### config.mk
export PLATFORM = sky130hd
export DESIGN_NAME = track_label_majority_vote_core
export DESIGN_NICKNAME = d
export VERILOG_FILES = /design/src/rtl/tlmv_pkg.sv /design/src/rtl/tlmv_vote_unit.sv /design/src/rtl/track_label_majority_vote_core.sv
export VERILOG_INCLUDE_DIRS = /design/src /design/src/rtl
export SDC_FILE = /design/constraint.sdc
export NUM_CORES = 1
export LEC_CHECK = 0
export BUFFER_PORTS_ARGS = -buffer_cell sky130_fd_sc_hd__buf_2
export CAP_MARGIN = 10
export CORE_AREA = 2 2 338 340
export CTS_CLUSTER_DIAMETER = 30
export DETAILED_ROUTE_END_ITERATION = 8
export DIE_AREA = 0 0 340 342
export PLACE_DENSITY_LB_ADDON = 0.12
export SYNTH_ARGS = -nofsm -noshare
export SYNTH_HDL_FRONTEND = slang
export SYNTH_HIERARCHICAL = 1
export SYNTH_SLANG_ARGS = --single-unit
### constraint.sdc
create_clock -name clk -period 4.6 [get_ports clk]
set_input_delay 0.23 -clock clk [delete_from_list [all_inputs] [get_ports clk]]
set_output_delay 0.23 -clock clk [all_outputs]
set_load 0.01 [all_outputs]
### src/rtl/track_label_majority_vote_core_assert.svh
// ---------------------------------------------------------------------------
// Assertion macros for the track label vote core
// Immediate-style concurrent assertion wrappers, removable with ASSERT_OFF.
// ---------------------------------------------------------------------------
`ifndef TRACK_LABEL_MAJORITY_VOTE_CORE_ASSERT_SVH
`define TRACK_LABEL_MAJORITY_VOTE_CORE_ASSERT_SVH
`ifndef ASSERT_OFF
`define TLMV_ASSERT(label, prop, msg) \
    label: assert property (@(posedge clk) disable iff (!rst_n) prop) else $error(msg);
`define TLMV_ASSERT_NEXT(label, a, b, msg) \
    label: assert property (@(posedge clk) disable iff (!rst_n) (a) |=> (b)) else $error(msg);
`else
`define TLMV_ASSERT(label, prop, msg)
`define TLMV_ASSERT_NEXT(label, a, b, msg)
`endif
`endif

### src/rtl/tlmv_pkg.sv
// ---------------------------------------------------------------------------
// tlmv_pkg
// Shared constants and types of the track label vote core.
// ---------------------------------------------------------------------------
package tlmv_pkg;
    localparam int TRACK_SLOTS   = 16;
    localparam int HISTORY_DEPTH = 7;
    localparam int DIGIT_CLASSES = 16;
    localparam int TRACK_ID_BITS = 16;
    localparam int SLOT_BITS     = (TRACK_SLOTS > 1) ? $clog2(TRACK_SLOTS) : 1;
    localparam int POS_BITS      = (HISTORY_DEPTH > 1) ? $clog2(HISTORY_DEPTH) : 1;
    localparam int CNT_BITS      = $clog2(HISTORY_DEPTH + 1);
    localparam int DIG_BITS      = 4;
    localparam int MISS_BITS     = 5;
    localparam logic [MISS_BITS-1:0] MISS_MAX = 5'd31;

    localparam logic FUNC_OBS = 1'b0;
    localparam logic FUNC_EOF = 1'b1;

    localparam logic [0:0] REG_WINDOW_LEN = 1'b0;
    localparam logic [0:0] REG_MISS_LIMIT = 1'b1;

    typedef struct packed {
        logic                 start;
        logic [CNT_BITS-1:0]  n;
        logic [POS_BITS-1:0]  wpos;
    } vote_cmd_t;

    typedef struct packed {
        logic                 done;
        logic                 color;
        logic [DIG_BITS-1:0]  digit;
    } vote_res_t;
endpackage

### src/rtl/tlmv_vote_unit.sv
// ---------------------------------------------------------------------------
// tlmv_vote_unit
// Walks one slot's window newest first, one entry a cycle, counting colours
// and digits, then scans the class histogram one class a cycle for the majority.
// ---------------------------------------------------------------------------
`include "track_label_majority_vote_core_assert.svh"
module tlmv_vote_unit
(
    input  logic                                          clk,
    input  logic                                          rst_n,
    input  tlmv_pkg::vote_cmd_t                           cmd,
    input  logic [tlmv_pkg::HISTORY_DEPTH-1:0]            cwin,
    input  logic [tlmv_pkg::HISTORY_DEPTH*tlmv_pkg::DIG_BITS-1:0] dwin,
    output tlmv_pkg::vote_res_t                           res
);
    import tlmv_pkg::*;

    localparam logic [1:0] V_IDLE = 2'd0;
    localparam logic [1:0] V_WALK = 2'd1;
    localparam logic [1:0] V_SCAN = 2'd2;

    logic [1:0]          st_reg, st_next;
    logic [CNT_BITS-1:0] k_reg, k_next;
    logic [POS_BITS-1:0] pos_reg, pos_next;
    logic [CNT_BITS-1:0] red_reg, red_next, blue_reg, blue_next;
    logic [CNT_BITS-1:0] hist_reg [DIGIT_CLASSES];
    logic [DIG_BITS-1:0] cls_reg, cls_next;
    logic [DIG_BITS-1:0] best_reg, best_next;
    logic [CNT_BITS-1:0] bcnt_reg, bcnt_next;
    logic [POS_BITS-1:0] prev_pos;
    logic [DIG_BITS-1:0] cur_dig;
    logic                done_reg, done_next;

    always_comb
    begin
        prev_pos = (pos_reg == '0) ? POS_BITS'(HISTORY_DEPTH - 1) : pos_reg - 1'b1;
        cur_dig  = dwin[prev_pos*DIG_BITS +: DIG_BITS];
        st_next = st_reg; k_next = k_reg; pos_next = pos_reg;
        red_next = red_reg; blue_next = blue_reg; cls_next = cls_reg;
        best_next = best_reg; bcnt_next = bcnt_reg; done_next = 1'b0;
        unique case (st_reg)
            V_IDLE:
            begin
                if (cmd.start)
                begin
                    st_next = V_WALK; k_next = cmd.n; pos_next = cmd.wpos;
                    red_next = '0; blue_next = '0;
                end
            end
            V_WALK:
            begin
                if (k_reg == '0)
                begin
                    st_next = V_SCAN; cls_next = '0; best_next = '0; bcnt_next = '0;
                end
                else
                begin
                    k_next = k_reg - 1'b1; pos_next = prev_pos;
                    if (cwin[prev_pos]) blue_next = blue_reg + 1'b1;
                    else red_next = red_reg + 1'b1;
                end
            end
            V_SCAN:
            begin
                if (hist_reg[cls_reg] > bcnt_reg)
                begin
                    bcnt_next = hist_reg[cls_reg]; best_next = cls_reg;
                end
                cls_next = cls_reg + 1'b1;
                if (cls_reg == DIG_BITS'(DIGIT_CLASSES - 1))
                begin
                    st_next = V_IDLE; done_next = 1'b1;
                end
            end
            default: st_next = V_IDLE;
        endcase
    end

    always_ff @(posedge clk or negedge rst_n)
    begin
        if (!rst_n)
        begin
            st_reg <= V_IDLE; done_reg <= 1'b0;
        end
        else
        begin
            st_reg <= st_next; done_reg <= done_next;
        end
    end

    always_ff @(posedge clk)
    begin
        k_reg <= k_next; pos_reg <= pos_next; red_reg <= red_next;
        blue_reg <= blue_next; cls_reg <= cls_next; best_reg <= best_next;
        bcnt_reg <= bcnt_next;
        for (int i = 0; i < DIGIT_CLASSES; i++)
        begin
            if (st_reg == V_IDLE && cmd.start)
                hist_reg[i] <= '0;
            else if (st_reg == V_WALK && k_reg != '0 && cur_dig == DIG_BITS'(i))
                hist_reg[i] <= hist_reg[i] + 1'b1;
        end
    end

    assign res.done  = done_reg;
    assign res.color = (red_reg > blue_reg) ? 1'b0 : 1'b1;
    assign res.digit = best_reg;

    `TLMV_ASSERT(a_done_after_scan, done_reg |-> $past(st_reg) == V_SCAN, "done without scan")
    `TLMV_ASSERT_NEXT(a_walk_count, st_reg == V_WALK && k_reg != '0,
        red_reg + blue_reg == $past(red_reg + blue_reg) + 1'b1, "vote count slip")
    `TLMV_ASSERT(a_no_start_busy, (st_reg != V_IDLE) |-> !cmd.start, "start while busy")
endmodule

### src/rtl/track_label_majority_vote_core.sv
// ---------------------------------------------------------------------------
// track_label_majority_vote_core
// Per-track sliding window vote on colour and digit class.
// ---------------------------------------------------------------------------
// Input beats on s_axis: tuser = func (0 observe, 1 end of frame),
// tdata = track, colour, digit class. Output beats on m_axis carry one
// result per observation: tdata = track, voted colour, voted digit,
// tuser = table_full. End-of-frame beats give no result.
// An observation searches the slot table one slot a cycle, then free slots
// one a cycle, passes a write state and a start state, walks the window one
// entry a cycle, scans the 16 digit classes one a cycle and registers the
// result before m_axis_tvalid rises. A dropped observation ends after the
// free slot search; an end of frame visits every slot once. The slot scan and
// the vote walker, shared by all slots, set the time per beat. One beat at a
// time is taken; the result waits in an output register and s_axis_tready
// stays low until it is taken, so a stalled receiver stalls the input.
// Reset empties the table and sets window_len 7, miss_limit 5.
// ---------------------------------------------------------------------------
`include "track_label_majority_vote_core_assert.svh"
module track_label_majority_vote_core
(
    input  logic        clk,
    input  logic        rst_n,
    input  logic        psel,
    input  logic        penable,
    input  logic        pwrite,
    input  logic [2:0]  paddr,
    input  logic [31:0] pwdata,
    output logic [31:0] prdata,
    output logic        pready,
    input  logic        s_axis_tvalid,
    output logic        s_axis_tready,
    input  logic [23:0] s_axis_tdata,  // track, colour, digit class, pad
    input  logic        s_axis_tuser,  // func
    output logic        m_axis_tvalid,
    input  logic        m_axis_tready,
    output logic [23:0] m_axis_tdata,  // track, voted colour, voted digit, pad
    output logic        m_axis_tuser   // table_full
);
    import tlmv_pkg::*;

    localparam logic [2:0] S_IDLE  = 3'd0;
    localparam logic [2:0] S_FIND  = 3'd1;
    localparam logic [2:0] S_FREE  = 3'd2;
    localparam logic [2:0] S_WRITE = 3'd3;
    localparam logic [2:0] S_VOTE  = 3'd4;
    localparam logic [2:0] S_WAIT  = 3'd5;
    localparam logic [2:0] S_EOF   = 3'd6;
    localparam logic [2:0] S_OUT   = 3'd7;

    logic [2:0]  wlen_reg;
    logic [4:0]  mlim_reg;
    logic [2:0]  st_reg;
    logic [SLOT_BITS:0] idx_reg;
    logic [SLOT_BITS-1:0] slot_reg;
    logic [TRACK_ID_BITS-1:0] id_reg;
    logic        col_reg;
    logic [DIG_BITS-1:0] dig_reg;

    logic [TRACK_SLOTS-1:0] valid_reg, seen_reg;
    logic [TRACK_ID_BITS-1:0] track_reg [TRACK_SLOTS];
    logic [HISTORY_DEPTH-1:0] cwin_reg [TRACK_SLOTS];
    logic [HISTORY_DEPTH*DIG_BITS-1:0] dwin_reg [TRACK_SLOTS];
    logic [CNT_BITS-1:0] fill_reg [TRACK_SLOTS];
    logic [POS_BITS-1:0] wpos_reg [TRACK_SLOTS];
    logic [MISS_BITS-1:0] miss_reg [TRACK_SLOTS];

    logic        ovalid_reg;
    logic [15:0] otrack_reg;
    logic        ocol_reg, ofull_reg;
    logic [DIG_BITS-1:0] odig_reg;

    logic [SLOT_BITS-1:0] si;
    logic [CNT_BITS-1:0] eff_win, fill_cur, fill_new;
    logic [POS_BITS-1:0] pos_cur, pos_new;
    logic [MISS_BITS-1:0] miss_inc;
    logic [DIG_BITS-1:0] dig_sat;
    vote_cmd_t vcmd;
    vote_res_t vres;

    assign si = idx_reg[SLOT_BITS-1:0];
    assign pready = 1'b1;
    assign prdata = (paddr[2] == REG_MISS_LIMIT) ? {27'd0, mlim_reg} : {29'd0, wlen_reg};
    assign s_axis_tready = (st_reg == S_IDLE) && !ovalid_reg;
    assign m_axis_tvalid = ovalid_reg;
    assign m_axis_tdata = {3'd0, odig_reg, ocol_reg, otrack_reg};
    assign m_axis_tuser = ofull_reg;

    assign eff_win = (wlen_reg == 3'd0) ? CNT_BITS'(1) :
                     (32'(wlen_reg) > HISTORY_DEPTH) ? CNT_BITS'(HISTORY_DEPTH) :
                     CNT_BITS'(wlen_reg);
    assign fill_cur = fill_reg[slot_reg];
    assign fill_new = (fill_cur < eff_win) ? fill_cur + 1'b1 : eff_win;
    assign pos_cur  = wpos_reg[slot_reg];
    assign pos_new  = (32'(pos_cur) >= HISTORY_DEPTH - 1) ? '0 : pos_cur + 1'b1;
    assign miss_inc = (miss_reg[si] < MISS_MAX) ? miss_reg[si] + 1'b1 : miss_reg[si];
    assign dig_sat  = (32'(s_axis_tdata[20:17]) >= DIGIT_CLASSES) ?
                      DIG_BITS'(DIGIT_CLASSES - 1) : s_axis_tdata[20:17];

    assign vcmd.start = (st_reg == S_VOTE);
    assign vcmd.n     = fill_cur;
    assign vcmd.wpos  = pos_cur;

    tlmv_vote_unit u_vote
    (
        .clk  (clk),
        .rst_n(rst_n),
        .cmd  (vcmd),
        .cwin (cwin_reg[slot_reg]),
        .dwin (dwin_reg[slot_reg]),
        .res  (vres)
    );

    always_ff @(posedge clk or negedge rst_n)
    begin
        if (!rst_n)
        begin
            wlen_reg <= 3'd7; mlim_reg <= 5'd5; st_reg <= S_IDLE; idx_reg <= '0;
            valid_reg <= '0; seen_reg <= '0; ovalid_reg <= 1'b0;
            for (int i = 0; i < TRACK_SLOTS; i++)
            begin
                fill_reg[i] <= '0; wpos_reg[i] <= '0; miss_reg[i] <= '0;
            end
        end
        else
        begin
            if (psel && penable && pwrite)
            begin
                unique case (paddr[2])
                    REG_WINDOW_LEN: wlen_reg <= pwdata[2:0];
                    REG_MISS_LIMIT: mlim_reg <= pwdata[4:0];
                    default: ;
                endcase
            end
            if (ovalid_reg && m_axis_tready) ovalid_reg <= 1'b0;
            unique case (st_reg)
                S_IDLE:
                begin
                    if (s_axis_tvalid && s_axis_tready)
                    begin
                        id_reg <= s_axis_tdata[15:0]; col_reg <= s_axis_tdata[16];
                        dig_reg <= dig_sat; idx_reg <= '0;
                        st_reg <= (s_axis_tuser == FUNC_EOF) ? S_EOF : S_FIND;
                    end
                end
                S_FIND:
                begin
                    if (idx_reg == (SLOT_BITS+1)'(TRACK_SLOTS))
                    begin
                        idx_reg <= '0; st_reg <= S_FREE;
                    end
                    else if (valid_reg[si] && track_reg[si] == id_reg)
                    begin
                        slot_reg <= si; st_reg <= S_WRITE;
                    end
                    else idx_reg <= idx_reg + 1'b1;
                end
                S_FREE:
                begin
                    if (idx_reg == (SLOT_BITS+1)'(TRACK_SLOTS))
                    begin
                        otrack_reg <= id_reg; ocol_reg <= 1'b0; odig_reg <= '0;
                        ofull_reg <= 1'b1; ovalid_reg <= 1'b1; st_reg <= S_IDLE;
                    end
                    else if (!valid_reg[si])
                    begin
                        slot_reg <= si; valid_reg[si] <= 1'b1; track_reg[si] <= id_reg;
                        fill_reg[si] <= '0; wpos_reg[si] <= '0; miss_reg[si] <= '0;
                        st_reg <= S_WRITE;
                    end
                    else idx_reg <= idx_reg + 1'b1;
                end
                S_WRITE:
                begin
                    cwin_reg[slot_reg][pos_cur] <= col_reg;
                    dwin_reg[slot_reg][pos_cur*DIG_BITS +: DIG_BITS] <= dig_reg;
                    wpos_reg[slot_reg] <= pos_new; fill_reg[slot_reg] <= fill_new;
                    miss_reg[slot_reg] <= '0; seen_reg[slot_reg] <= 1'b1;
                    st_reg <= S_VOTE;
                end
                S_VOTE: st_reg <= S_WAIT;
                S_WAIT:
                begin
                    if (vres.done)
                    begin
                        otrack_reg <= id_reg; ocol_reg <= vres.color;
                        odig_reg <= vres.digit; ofull_reg <= 1'b0; st_reg <= S_OUT;
                    end
                end
                S_OUT:
                begin
                    ovalid_reg <= 1'b1; st_reg <= S_IDLE;
                end
                S_EOF:
                begin
                    if (valid_reg[si] && !seen_reg[si])
                    begin
                        miss_reg[si] <= (miss_inc >= mlim_reg) ? '0 : miss_inc;
                        if (miss_inc >= mlim_reg)
                        begin
                            valid_reg[si] <= 1'b0; fill_reg[si] <= '0;
                            wpos_reg[si] <= '0;
                        end
                    end
                    seen_reg[si] <= 1'b0;
                    idx_reg <= idx_reg + 1'b1;
                    if (idx_reg == (SLOT_BITS+1)'(TRACK_SLOTS - 1)) st_reg <= S_IDLE;
                end
                default: st_reg <= S_IDLE;
            endcase
        end
    end

    `TLMV_ASSERT(a_ready_idle, s_axis_tready |-> st_reg == S_IDLE && !ovalid_reg, "ready busy")
    `TLMV_ASSERT_NEXT(a_hold_out, ovalid_reg && !m_axis_tready,
        ovalid_reg && $stable(m_axis_tdata), "output beat dropped")
    `TLMV_ASSERT(a_full_clean, (ovalid_reg && ofull_reg) |-> (odig_reg == '0 && !ocol_reg),
        "dropped beat carries labels")
endmodule

==> Yosys cells after proc, flatten, opt, wreduce, memory -nomap -nowiden <==
Memories as Yosys holds them, arrays and structs flattened. A register that Yosys moved wholly into a read port is not among the register bits.
Cells that the tools add are included.
{ "totals": {"memories": 4, "latch_bits": 0, "output_inout_bits": 60, "mem_bits_ro": 0, "wordCells": 464, "regBits": 298, "input_bits": 67, "mem_bits_rw": 864} }
{ "memory_table": {"columns": ["name", "words", "word_bits", "rd", "rd_clocked_by_memory_dff", "wr", "line", "source"], "rows": [
  ["dwin_reg", 16, 28, 1, 1, 1, "track_label_majority_vote_core.sv:63", "logic [HISTORY_DEPTH*DIG_BITS-1:0] dwin_reg [TRACK_SLOTS];"],
  ["track_reg", 16, 16, 1, 0, 1, "track_label_majority_vote_core.sv:61", "logic [TRACK_ID_BITS-1:0] track_reg [TRACK_SLOTS];"],
  ["cwin_reg", 16, 7, 1, 1, 1, "track_label_majority_vote_core.sv:62", "logic [HISTORY_DEPTH-1:0] cwin_reg [TRACK_SLOTS];"],
  ["u_vote.hist_reg", 16, 3, 17, 1, 16, "tlmv_vote_unit.sv:26", "logic [CNT_BITS-1:0] hist_reg [DIGIT_CLASSES];"]
]} }
{ "op_classes": {"bitwise": 31, "magnitude_cmp": 17, "eq_ne": 49, "n_mux": 197, "add_sub_neg": 26, "reduce_logical": 65, "n_mul": 0, "n_div": 0, "shift": 3} }
{ "ops": {"columns": ["op", "n"], "rows": [
  ["48-bit 2-to-1 mux", 8],
  ["48-bit case mux with 3 select lines", 2],
  ["80-bit 2-to-1 mux", 3],
  ["80-bit case mux with 3 select lines", 1],
  ["80-bit bitwise AND", 2],
  ["80-bit NOT", 2],
  ["3-bit 2-to-1 mux", 45],
  ["48-bit bitwise AND", 2],
  ["48-bit bitwise mux", 2],
  ["16-bit 2-to-1 mux", 6],
  ["16-bit case mux with 2 select lines", 3],
  ["80-bit bitwise mux", 1],
  ["1-bit 2-to-1 mux", 70],
  ["3-bit by 1-bit adder with 3-bit output (second input constant)", 20],
  ["5-bit 2-to-1 mux", 12],
  ["48-bit NOT", 1],
  ["4-bit 2-to-1 mux", 11],
  ["5-bit demux with 4-bit select", 2],
  ["4-bit == test (second input constant)", 9],
  ["5-bit negation with 34-bit output", 1],
  ["4-bit by 34-bit variable shift with 28-bit output (first input constant)", 1],
  ["4-bit by 34-bit variable part select with 28-bit output", 1],
  ["16-bit bitwise AND", 2],
  ["1-bit logical AND", 32],
  ["62 further kinds", 149]
]} }

==> Logic depth before layout (Yosys ltp) <==
{ "logic_depth": {"word_depth": 11, "depth_mapped": 16, "mapped_depth_nobuf": 13} }

==> Hierarchy <==
Netlist, hierarchy kept.
{ "by_module_without_submodules": {"columns": ["mod", "area_each_um2", "instances", "seq_area_each_um2", "cells_per_inst"], "rows": [
  ["track_label_majority_vote_core", 45552.4, 1, 31631.6, 2671],
  ["tlmv_vote_unit", 4727.0, 1, 2287.2, 372]
]} }

==> Least setup slack after synthesis <==
OpenSTA, ideal clock, no wires.
{ "synth_timing": {"path_kind": "register to register", "start": "register idx_reg[0]", "end": "register with a tool-made name", "slack_ps": 413, "required_ps": 4475, "t_arrival_ps": 4063, "path_stages_with_launch": 16, "setup_ps": 125, "n_path_buf": 3, "period_less_slack_ps": 4187, "path_cell_list": "dfrtp_1 > buf_6 > buf_4 > mux4_2 > mux4_2 > ha_1 > nand2b_1 > ha_1 > a21o_1 > a21o_1 > a21o_1 > a21o_1 > a31o_2 > clkbuf_1 > nand4_1 > mux2_2"} }
{ "synth_lines": {"columns": ["item", "line", "source"], "rows": [
  ["start: declaration", "track_label_majority_vote_core.sv:54", "logic [SLOT_BITS:0] idx_reg;"],
  ["start signal: assignment", "track_label_majority_vote_core.sv:156", "else idx_reg <= idx_reg + 1'b1;"],
  ["start signal: assignment", "track_label_majority_vote_core.sv:171", "else idx_reg <= idx_reg + 1'b1;"],
  ["start signal: assignment", "track_label_majority_vote_core.sv:206", "idx_reg <= idx_reg + 1'b1;"]
]} }

==> flow_summary.yaml <==
grt:
  grt_max_degree: 188
  grt_antenna_before_repair: 1
  grt_pass1_vias: 30200
  track_usage_pct: 21.82
  grt_pass1_wl_um: 189100
  overflow: 0
setup_path:
  path_cells: "mux4_2, mux4_2, ha_1, nand2b_1, ha_1, a21o_1, a21o_1, a21o_1, a21o_1, a31o_2, nand4_1, mux2_2"
  start_kind: "register"
  cp_common_cell: "a21o_1"
  cpMaxStageDelayCell: "dfrtp_4"
  worst_ep_arrival_time_ns: 5.05
  r2r_cells: 12
  crit_path_max_fanout: 22
  reg2reg_setup_slack_ns: 0.22
  rr_startpoint: "idx_reg[0]$_DFFE_PN0P_"
  worstPathRequired_ns: 5.27
  cp_slowest_stage_delay_ns: 0.70
  endpoint_kind: "register"
  criticalPathCategory: "register to register"
power:
  combPwrFrac_pct: 0.7
  clkPwrFrac_pct: 60.3
  powerDensity_mw_per_mm2: 471.8
  switching_share_pct: 20.91
  internal_power_mw: 23.07
  seqPwrFrac_pct: 38.9
  p_sw_mw: 6.097
  ir_drop_mv: 0.3441
  p_leak_nw: 22.66
sta:
  worstMarginPinSlew_ns: 1.254
  hold_viol: 0
  drv_slew: 0
  finalSetupViolCount: 0
  min_period_ns: 4.381
  post-route-period-util_pct: 95.24
  slew_headroom_pct: 16.41
  clock-skew-final_ns: 0.02735
  timing.fmax_mhz: 228.3
  fin_setup_tns_ns: 0
  rsz0062_at_grt: "false"
clock_tree:
  cts_inserted_buffers: 240
  clkSlewWorstSetupHoldPaths_ns: 0.05
  clock_sinks: 1170
  cts-root-buf: "clkbuf_16"
  cts_setup_buffers: 0
  clk_latency_ns: 0.79
  cts_tree: "yes"
  cts.htree.levels: 4
  clockBufferDepth: 3
min_path:
  min_path_type: "input pin to async pin"
synth:
  synth_top_family_by_area: "multiplexers"
  synth_area_leader_cell: "edfxtp_1"
  yosysUniqueCellTypes: 91
  netlist_area_mm2: 0.05028
  ys.flop_type: "edfxtp_1"
  synthMuxAreaShare_pct: 15.64
  synth_xor_xnor_area_share_pct: 0.7839
  syn_avg_cell_area_um2: 16.52
  synth_compound_area_share_pct: 5.047
  synthSimpleGateAreaFrac_pct: 7.229
  synth_seq_area_share_pct: 67.46
  synth_enable_flop_cells: 934
  async_flop_share_pct: 19.49
  yosysWarnings: 6
  syn_inst: 3043
  synth_seq_cells: 1170
  yosys-top-cells-area: "edfxtp_1 (56%), mux4_2 (14%), dfrtp_1 (11%)"
  synth_fa_ha_area_share_pct: 1.170
  synth_top_cell_area_share_pct: 55.78
placement:
  gp_congestion: 0.8325
  placed_area_mm2: 0.05293
  dpl.cell_count: 4576
  dp_hpwl_um: 79510
  port_buffers: 63
drt:
  routed_via_density: 5.664
  firstDrtPassIters: 5
  ant_nets: 0
  drt-total-wl_um: 126000
  drt_iter0_drc: 2219
  route.detailed.drc: 0
  vias: 28730
  post_drt_wl_per_cell_um: 24.84
floorplan:
  die_h_um: 342
  dieArea_mm2: 0.1163
  die_w_um: 340
  placementRows: 124
  ioPinCount: 127
  start_util_pct: 44.45
  coreArea_mm2: 0.1131
layout:
  final_nets: 3459
  largest_reg_flops: 448
  final_cells: 5073
  drive_above_1_share_pct: 29.77
  fillerInstances: 8859
  design_area_mm2: 0.06181
  synthToLayoutAreaGrowth_pct: 22.93
  diodes: 0
job:
  cap_violations: 0
status:
  status: "complete, no violations"
[synthesized netlist by cell type (19+ instances only)]
cell       count
edfxtp_1     934
mux4_2       307
nor2_1       306
dfrtp_1      223
nand2_1      212
o21ai_0      127
clkbuf_1     101
a22o_1        56
inv_1         53
ha_1          47
buf_4         46
and2_1        45
mux2i_1       41
nor3_1        33
o2bb2ai_1     33
xnor2_1       32
mux2_2        29
nor3_2        29
nand3_1       26
buf_2         25
nand2b_1      25
nand4_1       24
o21ai_1       23
a21oi_1       22
buf_1         19
[worst max-delay path: cells and delay by family, from the launching register on]
kind | cells | cell delay, ns
AO/OA/AOI/OAI | 5 | 1.17
AND/OR/NAND/NOR | 2 | 0.31
adder cells (fa/ha/maj) | 2 | 0.57
flip-flops | 1 | 0.70
multiplexers | 3 | 1.48
[per-stage QoR]
step	hold slack [ns]	util, %	total power [mW]	setup WS (ns)
final	0.1106	54.65	29.16	0.2191
after global routing	0.1122	54.65	30.01	0.04321
after CTS	0.04087	54.65	29.43	0.1837
after detailed placement	0.1889	46.80	11.73	0.1943
after global placement	0.1717	46.80	11.73	0.1990
after floorplan	-0.06559	-	11.64	0.4126
[per-layer routing]
metal,vias up,track usage (%),share of wire [%]
met2,976,36.51,50
met5,-,0,0.010
met4,2,8.296,3.2
li1,12530,-,-
met3,238,4.000,5.6
met1,14980,28.51,41
[logic make-up after synthesis]
group | after synthesis
DFF | 1170
xor gates and xnor gates | 45
AOI/OAI and AO/OA | 361
muxes | 387
and+or+nand+nor | 765
buffers and inverters | 266
other | 2
adders and majority gates | 47
[cell usage in the layout (no fill, tap or decap), drive strengths merged, types with 80 or more instances in the layout]
cell type and instances:
buf 202, dfrtp 223, nor2 308, mux4 312, o21ai 150, clkbuf 263, nand2 215, clkinv 80
inv 93, edfxtp 934
[power by group through the flow]
stage	registers, mW	logic [mW]	clock network, mW
after detailed placement	11.6	0.181	0
after global routing	11.3	0.240	18.4
after CTS	11.4	0.221	17.8
final	11.4	0.216	17.6
after global placement	11.6	0.179	0
after floorplan	11.5	0.0976	0
[layout make-up]
class | count | area, um^2 | share of cell area (%)
tap | 1512 | 1892 | 3.061
sequential | 1170 | 33940 | 54.90
multi-input combinational | 1636 | 15200 | 24.60
clock buffer | 263 | 6215 | 10.05
inverter | 57 | 214.0 | 0.3462
clock inverter | 195 | 2253 | 3.646
timing repair buffer | 240 | 2095 | 3.389
[how the worst max path moves through the flow]
stage,start,to,slack [ns],depth (start not counted)
after floorplan,idx_reg[0]$_DFFE_PN0P_,register,0.41,15
after global routing,idx_reg[0]$_DFFE_PN0P_,idx_reg[0]$_DFFE_PN0P_,0.04,10
after detailed placement,slot_reg[0]$_DFFE_PP_,dwin_reg[4][20]$_DFFE_PP_,0.19,11
after global placement,slot_reg[0]$_DFFE_PP_,dwin_reg[0][23]$_DFFE_PP_,0.20,11
final,idx_reg[0]$_DFFE_PN0P_,register,0.22,12
after CTS,idx_reg[0]$_DFFE_PN0P_,register,0.18,12
[timing repair]
item | 4_1_cts | 5_1_grt
endpoints found under the hold margin | 74 | 0
hold buffers | 39 | 0
endpoints found under the setup margin | 0 | 2
resized for setup | 0 | 1
Note: power is estimated with default switching activity, not from simulation.
